File: config.mk
export PLATFORM = sky130hd
export DESIGN_NAME = qpht_mod_add
export DESIGN_NICKNAME = d
export VERILOG_FILES = /design/src/sv/quadratic_probe_hash_table_top_defines.svh /design/src/sv/qpht_pkg.sv /design/src/sv/qpht_mod_add.sv
export SDC_FILE = /design/constraint.sdc
export NUM_CORES = 1
export LEC_CHECK = 0
export ABC_CLOCK_PERIOD_IN_PS = 4700
export BUFFER_PORTS_ARGS = -buffer_cell sky130_fd_sc_hd__buf_2
export CORE_UTILIZATION = 49
export DETAILED_ROUTE_END_ITERATION = 6
export PLACE_DENSITY = 0.82
export SLEW_MARGIN = 15
export SYNTH_ARGS = -nofsm -noshare
export SYNTH_HDL_FRONTEND = slang
export SYNTH_SLANG_ARGS = --single-unit
File: constraint.sdc
create_clock -name vclk -period 4.7
set_input_delay 0.705 -clock vclk [all_inputs]
set_output_delay 0.705 -clock vclk [all_outputs]
set_load 0.02 [all_outputs]
File: src/sv/quadratic_probe_hash_table_top_defines.svh
// Assertion macros for the quadratic probe hash table.
// Included by the top level; no other dependencies.
`ifndef QUADRATIC_PROBE_HASH_TABLE_TOP_DEFINES_SVH
`define QUADRATIC_PROBE_HASH_TABLE_TOP_DEFINES_SVH

// Same-cycle implication, disabled while reset is high.
`define QPHT_ASSERT_NOW(label, clk, rst, ante, cons, msg) \
  label: assert property (@(posedge clk) disable iff (rst) (ante) |-> (cons)) \
    else $error(msg);

// Next-cycle implication, disabled while reset is high.
`define QPHT_ASSERT_NEXT(label, clk, rst, ante, cons, msg) \
  label: assert property (@(posedge clk) disable iff (rst) (ante) |=> (cons)) \
    else $error(msg);

`endif

File: src/sv/qpht_pkg.sv
// Shared types and constants for the quadratic probe hash table.
// No dependencies; used by qpht_mod_add and the top level.
package qpht_pkg;

  localparam int TABLE_SIZE_DEF = 64;
  localparam int KEY_BYTES_DEF  = 8;

  localparam int MOD_W   = 7;
  localparam int SUM_W   = 11;
  localparam int WORD_W  = 64;
  localparam int IDX_W   = 6;
  localparam int STAT_W  = 3;
  localparam int HBIT_W  = 4;

  localparam logic [MOD_W-1:0] TABLE_SIZE_RESET = 7'd64;

  localparam logic [1:0] SLOT_EMPTY = 2'd0;
  localparam logic [1:0] SLOT_USED  = 2'd1;
  localparam logic [1:0] SLOT_GONE  = 2'd2;

  typedef enum logic [1:0] {
    REQ_INSERT = 2'd0,
    REQ_SEARCH = 2'd1,
    REQ_UPDATE = 2'd2,
    REQ_DELETE = 2'd3
  } req_t;

  typedef enum logic [STAT_W-1:0] {
    STAT_INSERTED  = 3'd0,
    STAT_FOUND     = 3'd1,
    STAT_UPDATED   = 3'd2,
    STAT_DELETED   = 3'd3,
    STAT_NOT_FOUND = 3'd4,
    STAT_FULL      = 3'd5
  } status_t;

  typedef enum logic [3:0] {
    ST_CLEAR,
    ST_IDLE,
    ST_HOME,
    ST_READ,
    ST_CHECK,
    ST_STEP_SQ,
    ST_STEP_SLOT,
    ST_STEP_ODD,
    ST_RESULT
  } fsm_t;

  typedef struct packed {
    logic [WORD_W-1:0] key;
    logic [WORD_W-1:0] name;
    logic [WORD_W-1:0] history;
    logic [WORD_W-1:0] treatment;
  } record_t;

endpackage

File: src/sv/qpht_mod_add.sv
// Modular adder shared by hashing and probe stepping: (a + b + cin) mod n.
// Needs a, b < n; depends on qpht_pkg.
module qpht_mod_add
  import qpht_pkg::*;
(
  input  logic [MOD_W-1:0] a,
  input  logic [MOD_W-1:0] b,
  input  logic             cin,
  input  logic [MOD_W-1:0] n,
  output logic [MOD_W-1:0] y
);

  logic [MOD_W:0] total;

  always_comb begin
    total = {1'b0, a} + {1'b0, b} + {{MOD_W{1'b0}}, cin};
    if (total >= {1'b0, n}) begin
      y = MOD_W'(total - {1'b0, n});
    end else begin
      y = total[MOD_W-1:0];
    end
  end

endmodule

==> results of run 1 <==
==> cell families after synthesis <==
family	Yosys count	share of synthesized area, %
AO/OA/AOI/OAI	23	26.63
buffers and inverters	11	6.145
AND/OR/NAND/NOR	12	11.54
multiplexers	7	12.10
XOR/XNOR	8	10.43
adder cells (fa/ha/maj)	16	33.15
==> routing by layer <==
layer	GRT usage, %	vias up	share of wire (%)
li1	-	342	-
met1	21.92	295	45
met2	43.33	12	53
met3	0	0	2.2
met4	0	0	0
met5	0	-	0
==> critical path, stage by stage <==
cell and delay, ps:
sky130_fd_sc_hd__buf_2 110, sky130_fd_sc_hd__fa_1 450, sky130_fd_sc_hd__fa_1 430, sky130_fd_sc_hd__a211oi_1 250, sky130_fd_sc_hd__o21bai_1 100, sky130_fd_sc_hd__a21oi_1 170, sky130_fd_sc_hd__xnor2_1 110, sky130_fd_sc_hd__ha_1 190
sky130_fd_sc_hd__a211o_1 260, sky130_fd_sc_hd__a31oi_1 250, sky130_fd_sc_hd__o21ai_4 160, sky130_fd_sc_hd__mux2_4 310, sky130_fd_sc_hd__buf_2 160
==> placed cells by master, fill, tap and decap left out, drive strengths merged <==
master,instances
buf,29
ha,13
inv,11
a21oi,6
mux2,6
xor2,5
o21ai,4
xnor2,3
nand2,3
fa,3
a21o,2
nand3,2
o21bai,2
nor2b,2
o211ai,1
a211oi,1
o21a,1
o31ai,1
or4b,1
nor3,1
a311oi,1
o311ai,1
nand4,1
and3,1
a211o,1
a31oi,1
nor2,1
a21boi,1
mux2i,1
==> power by group through the flow <==
| stage | Sequential [mW] | Clock, mW | Combinational, mW |
|---|---|---|---|
| 2_1_floorplan | 0 | 0 | 0.201 |
| 3_3_place_gp | 0 | 0 | 0.256 |
| 3_5_place_dp | 0 | 0 | 0.262 |
| 4_1_cts | 0 | 0 | 0.263 |
| 5_1_grt | 0 | 0 | 0.286 |
| 6_report | 0 | 0 | 0.263 |
==> metrics by stage <==
stage / setup WS [ps] / cell area (sq um)
2_1_floorplan: 661.7 / 671.9
3_3_place_gp: 388.5 / 834.6
3_5_place_dp: 324.8 / 834.6
4_1_cts: 314.4 / 834.6
5_1_grt: 186.9 / 834.6
6_report: 339.8 / 834.6
==> cell type report <==
type / instances / share of cell area, %
Inverter: 11 / 4.948
Multi-Input combinational cell: 66 / 75.56
Tap cell: 14 / 2.099
Timing Repair Buffer: 29 / 17.39
==> worst paths after layout <==
check	start	end	slack, ps	cells past startpoint
worst max-delay path	a[0]	y[4]	340	13
worst min-delay path	n[0]	y[0]	1850	4
==> impl_metrics.yaml, run 1 <==
logic_synthesis:
  ys.warnings.count: 0
  yosys-top-cells-count: "sky130_fd_sc_hd__ha_1, sky130_fd_sc_hd__inv_1, sky130_fd_sc_hd__a21oi_1, sky130_fd_sc_hd__mux2_2, sky130_fd_sc_hd__xor2_1"
  syn-cell-area_sq_um: 671.9
  syn_area_per_cell_sq_um: 8.726
  yosysTopAreaCellShare_pct: 24.21
  synth.distinct_cells: 32
  netlist.top_cell.by_area: "sky130_fd_sc_hd__ha_1"
  synth_fp_nets: 115
  synthesis.instances: 77
  post-synth-top-count-cell: "sky130_fd_sc_hd__ha_1"
  yosysSeqAreaShare_pct: 0
  synth.area.top_cells: "sky130_fd_sc_hd__ha_1, sky130_fd_sc_hd__fa_1, sky130_fd_sc_hd__mux2_2"
timing:
  max_freq_mhz: 229.3
  post_route_minimum_period_ps: 4360
  setup_viol: 0
  grt_setup_unrepaired: "false"
  timing.final.max_slew_violations: 0
  timing_hold_violations_final: 0
  final.setup.tns_ps: 0
  slew-limit-headroom_pct: 80.84
  worst_hold_slack_ps: 1854
  worst_pin_slew_ps: 286.1
  fin_crit_sh_pct: 92.77
power:
  clk_network_pwr_share_pct: 0
  sw_frac_of_total_pct: 54.47
  sequentialPowerShare_pct: 0
  power_density_nw_per_um2: 314.9
  total_power_mw: 0.2628
  intPower_mw: 0.1197
  power.leakage_nw: 0.4435
  power.ir.vdd_worst_v: 0.0001203
  p_comb_share_pct: 100.0
  net-switching-power_mw: 0.1432
final_layout:
  clkbuf_count: 0
  area.growth.synth_to_final_pct: 24.21
  flops_and_latches: 0
  multiInputGateArea_sq_um: 630.6
  post_route_cells_drive_above_1_share_pct: 37.74
  final_cells: 120
  finish.utilization_pct: 70.36
  final_nets: 146
  ff_latch_area_sq_um: 0
  diode_count: 0
  fillerInstances: 109
cts:
  postCtsResizedCells: 0
  hold_buffers: 0
  post-cts-setup-buffers: 0
worst_setup_path:
  path_class: "in2out"
  critPathMaxFanout: 7
  worst_setup_path_end_kind: "output pin"
  data_required_time_at_the_worst_endpoint_ps: 3990
  cp.arrival_ps: 3660
  setup.worst_path.start_class: "input port"
floorplanning:
  num_rows: 12
  core_sq_um: 1186
  die_h_um: 39.03
  dieArea_sq_um: 1523
  start_util_pct: 56.65
  io_pins: 29
  die_width_um: 39.03
run:
  drv.max_cap_violation_count: 0
global_routing:
  track_usage_pct: 19.98
  grt_max_degree: 8
  antenna_violations_before_repair: 0
  grt_remaining_overflow: 0
  first_global_vias: 613
  first_pass_grt_wire_length_um: 2228
drt:
  drt.antenna.violating_nets: 0
  viasPerCell: 5.408
  firstDrtPassIters: 4
  first_iter_violations: 11
  vias: 649
  detail_route.wirelength_um: 1394
  wire_per_inst_um: 11.62
  post-route-drc-count: 0
placement:
  finalWeightedCongestion: 0.7113
  total_of_buffers_placed_on_input_and_output_ports: 29
  post_detailed_placement_half_perimeter_wirelength_um: 1268
  place.detailed.instances: 120
min_path:
  timing.hold.worst.class: "in2out"
outcome:
  result_of_the_run: "complete, no violations"
No activity file was read; power rests on OpenSTA's default activity.
==> inputs of run 2 (changes only) <==
- PLACE_DENSITY: 0.82 -> unset
- PLACE_DENSITY_LB_ADDON: unset -> 0.1
==> impl_metrics.yaml, run 2 (synthesized netlist as in run 1, its figures left out) <==
outcome:
  result_of_the_run: "complete, no violations"
placement:
  total_of_buffers_placed_on_input_and_output_ports: 29
  finalWeightedCongestion: 0.6760
  placed_area_sq_um: 834.6
  place.detailed.instances: 120
  post_detailed_placement_half_perimeter_wirelength_um: 1318
power:
  sequentialPowerShare_pct: 0
  power.leakage_nw: 0.4435
  power.ir.vdd_worst_v: 0.0001548
  intPower_mw: 0.1200
  net-switching-power_mw: 0.1432
  clk_network_pwr_share_pct: 0
  power_density_nw_per_um2: 315.4
  sw_frac_of_total_pct: 54.42
  p_comb_share_pct: 100.0
worst_setup_path:
  setup.worst_path.start_class: "input port"
  path_class: "in2out"
  data_required_time_at_the_worst_endpoint_ps: 3990
  critPathMaxFanout: 7
  worst_setup_path_end_kind: "output pin"
  cp.arrival_ps: 3640
final_layout:
  layout_commonest_cell: "sky130_fd_sc_hd__buf_2"
  final_nets: 146
  post_route_cells_drive_above_1_share_pct: 37.74
  layout_common_cells: "sky130_fd_sc_hd__buf_2, sky130_fd_sc_hd__ha_1, sky130_fd_sc_hd__inv_1"
  flops_and_latches: 0
  diode_count: 0
  clkbuf_count: 0
  final_cells: 120
  ff_latch_area_sq_um: 0
  area.growth.synth_to_final_pct: 24.21
  design_area_sq_um: 834.6
drt:
  drt.antenna.violating_nets: 0
  viasPerCell: 5.333
  post-route-drc-count: 0
  vias: 640
  wire_per_inst_um: 12.09
  detail_route.wirelength_um: 1451
  firstDrtPassIters: 4
  first_iter_violations: 8
floorplanning:
  io_pins: 29
  num_rows: 12
  start_util_pct: 56.65
  dieArea_sq_um: 1523
  core_sq_um: 1186
  die_h_um: 39.03
  die_width_um: 39.03
timing:
  grt_setup_unrepaired: "false"
  post_route_minimum_period_ps: 4349
  worst_pin_slew_ps: 290.5
  timing_hold_violations_final: 0
  slew-limit-headroom_pct: 80.50
  timing.final.max_slew_violations: 0
  max_freq_mhz: 229.9
  setup_viol: 0
  fin_crit_sh_pct: 92.54
  final.setup.tns_ps: 0
global_routing:
  grt_max_degree: 8
  first_global_vias: 550
  first_pass_grt_wire_length_um: 2104
  grt_remaining_overflow: 0
  track_usage_pct: 19.24
  antenna_violations_before_repair: 0
run:
  drv.max_cap_violation_count: 0
min_path:
  timing.hold.worst.class: "in2out"
  count_of_cells_along_the_worst_hold_path: 4
  hold_path_startpoint: "n[0]"
  holdPathEnd: "y[0]"
cts:
  post-cts-setup-buffers: 0
  hold_buffers: 0
  postCtsResizedCells: 0
==> run 2: through the flow <==
step,worst slack [ps],util (%),hold WS [ps],power [mW]
6_report,350.6,70.36,1846,0.2632
3_5_place_dp,354.2,70.36,1850,0.2634
3_3_place_gp,391.5,70.36,1851,0.2579
5_1_grt,204.1,70.36,1891,0.2864
2_1_floorplan,661.7,-,1694,0.2013
4_1_cts,331.8,70.36,1850,0.2657
==> run 2: worst max path at each step <==
stage,startpoint,end,slack (ps)
floorplan,a[0],y[0],660
global placement,a[0],y[4],390
detailed placement,a[0],y[4],350
CTS,a[0],y[4],330
global route,a[0],y[4],200
finish,a[0],y[4],350
==> run 2: power groups by stage <==
stage / clock, mW / combinational (mW) / sequential [mW]
finish: 0 / 0.263 / 0
global route: 0 / 0.286 / 0
CTS: 0 / 0.266 / 0
detailed placement: 0 / 0.263 / 0
global placement: 0 / 0.258 / 0
floorplan: 0 / 0.201 / 0
==> run 2: area by class of cell <==
cell class | instances | area, sq um
Tap cell | 14 | 17.52
Timing Repair Buffer | 29 | 145.1
Multi-Input combinational cell | 66 | 630.6
Fill cell | 99 | 351.6
Inverter | 11 | 41.29
==> run 2: critical path: stages <==
cell and delay (ps):
sky130_fd_sc_hd__buf_2 110, sky130_fd_sc_hd__fa_1 450, sky130_fd_sc_hd__fa_1 430, sky130_fd_sc_hd__a211oi_1 260
sky130_fd_sc_hd__o21bai_1 100, sky130_fd_sc_hd__a21oi_1 180, sky130_fd_sc_hd__xnor2_1 110, sky130_fd_sc_hd__ha_1 190
sky130_fd_sc_hd__a211o_1 260, sky130_fd_sc_hd__a31oi_1 240, sky130_fd_sc_hd__o21ai_4 150, sky130_fd_sc_hd__mux2_4 310
sky130_fd_sc_hd__buf_2 150
==> run 2: per-layer routing <==
layer  vias to the layer above  GRT usage [%]  wire [um]
li1                        339              -          -
met1                       288          23.21        643
met2                        13          39.17        773
met3                         0              0         34
met4                         0              0          0
met5                         -              0          0
==> inputs of run 3 (changes only) <==
- ABC_CLOCK_PERIOD_IN_PS: 4700 -> 4000
- CORE_UTILIZATION: 49 -> 46
- RECOVER_POWER: unset -> 25
- clock period: 4.7 -> 4 ns (I/O delays scaled with it)
==> impl_metrics.yaml, run 3 (synthesized netlist as in run 1, its figures left out) <==
worst_setup_path:
  critPathMaxFanout: 3
  data_required_time_at_the_worst_endpoint_ps: 3400
  worst_setup_path_end_kind: "output pin"
  cp.arrival_ps: 3350
  path_class: "in2out"
  setup.worst_path.start_class: "input port"
timing:
  setup_viol: 0
  fin_crit_sh_pct: 98.73
  post_route_minimum_period_ps: 3949
  worst_hold_slack_ps: 1655
  timing.final.max_slew_violations: 0
  timing_hold_violations_final: 0
  slew-limit-headroom_pct: 80.75
  worst_pin_slew_ps: 286.5
  post-route-worst-setup-slack_ps: 50.86
  max_freq_mhz: 253.2
  grt_setup_unrepaired: "true"
placement:
  preCtsSetupSlack_ps: -175.8
  placed_area_sq_um: 888.4
  finalWeightedCongestion: 0.6892
  total_of_buffers_placed_on_input_and_output_ports: 29
drt:
  first_iter_violations: 8
  viasPerCell: 5.211
  drt.antenna.violating_nets: 0
  detail_route.wirelength_um: 1541
  wire_per_inst_um: 11.59
  vias: 693
  post-route-drc-count: 0
  firstDrtPassIters: 4
outcome:
  result_of_the_run: "complete, no violations"
global_routing:
  grt_most_used_layer: "met2"
  globalRouteMet2Util_pct: 37.50
  first_global_vias: 569
  track_usage_pct: 18.36
  grt_use_met3_pct: 0
  first_pass_grt_wire_length_um: 2118
  gr-usage-met1_pct: 22.30
  grt_max_degree: 8
  antenna_violations_before_repair: 0
  grt_remaining_overflow: 0
final_layout:
  layout_common_cells: "sky130_fd_sc_hd__buf_2, sky130_fd_sc_hd__buf_4, sky130_fd_sc_hd__inv_1, sky130_fd_sc_hd__ha_1"
  post_route_cells_drive_above_1_share_pct: 51.69
  ff_latch_area_sq_um: 0
  flops_and_latches: 0
  finish.utilization_pct: 75.23
  design_area_sq_um: 1003
  layout_commonest_cell: "sky130_fd_sc_hd__buf_2"
  fillerInstances: 103
  area.growth.synth_to_final_pct: 49.35
  diode_count: 0
  final_nets: 158
  clkbuf_count: 0
  multiInputGateArea_sq_um: 699.4
power:
  power_density_nw_per_um2: 386.6
  power.leakage_nw: 0.5196
  power.ir.vdd_worst_v: 0.0001784
run:
  drv.max_cap_violation_count: 0
min_path:
  count_of_cells_along_the_worst_hold_path: 4
  hold_path_startpoint: "n[0]"
  timing.hold.worst.class: "in2out"
  holdPathEnd: "y[0]"
floorplanning:
  start_util_pct: 50.38
  die_width_um: 40.22
  dieArea_sq_um: 1618
  io_pins: 29
  core_sq_um: 1334
  num_rows: 13
  die_h_um: 40.22
cts:
  hold_buffers: 0
[run 3: how the worst max path moves through the flow]
| stage | cells after the start | to | slack (ps) | startpoint |
|---|---|---|---|---|
| CTS | 12 | y[5] | 20 | a[0] |
| global route | 13 | y[6] | -10 | cin |
| finish | 14 | y[3] | 50 | cin |
| global placement | 13 | y[4] | -100 | a[0] |
| floorplan | 11 | y[0] | 170 | a[0] |
| detailed placement | 14 | y[0] | -180 | a[0] |
[run 3: where the power goes]
group / switching (mW) / internal (mW) / total (mW)
Clock: 0 / 0 / 0
Combinational: 0.189 / 0.199 / 0.388
Sequential: 0 / 0 / 0
[run 3: cell type report]
| cell class | instances | share of cell area (%) |
|---|---|---|
| inverters | 11 | 4.115 |
| well taps | 15 | 1.870 |
| multi-input cells | 66 | 69.70 |
| repair buffers | 41 | 24.31 |
[run 3: per-layer routing]
metal  routed length (um)  share of wire (%)  vias to the layer above
li1                     -                  -                      363
met3                   25                1.6                        0
met2                  793                 51                       13
met1                  722                 47                      317
met4                    0                  0                        0
met5                    0                  0                        -
[run 3: worst max-delay path, cell delays in order]
cell and delay, ps:
sky130_fd_sc_hd__buf_2 110, sky130_fd_sc_hd__fa_2 390, sky130_fd_sc_hd__fa_2 370, sky130_fd_sc_hd__a211oi_2 180, sky130_fd_sc_hd__o21bai_1 80, sky130_fd_sc_hd__a21oi_1 180
sky130_fd_sc_hd__xnor2_1 110, sky130_fd_sc_hd__ha_1 180, sky130_fd_sc_hd__a211o_1 260, sky130_fd_sc_hd__a31oi_4 170, sky130_fd_sc_hd__o21ai_4 90, sky130_fd_sc_hd__buf_4 160
sky130_fd_sc_hd__mux2_4 290, sky130_fd_sc_hd__buf_4 160
[run 3: what timing repair did]
action,CTS,global route
gates resized for setup,5,11
pin swaps,4,12
buffers inserted,1,4
setup endpoints to repair,7,7
[run 3: through the flow]
step	cells	total power, mW	setup TNS [ps]
floorplan	77	0.2365	0
global placement	128	0.3253	-547.1
detailed placement	128	0.3306	-1012
CTS	129	0.3433	0
global route	133	0.4181	-50.75
finish	133	0.3880	0
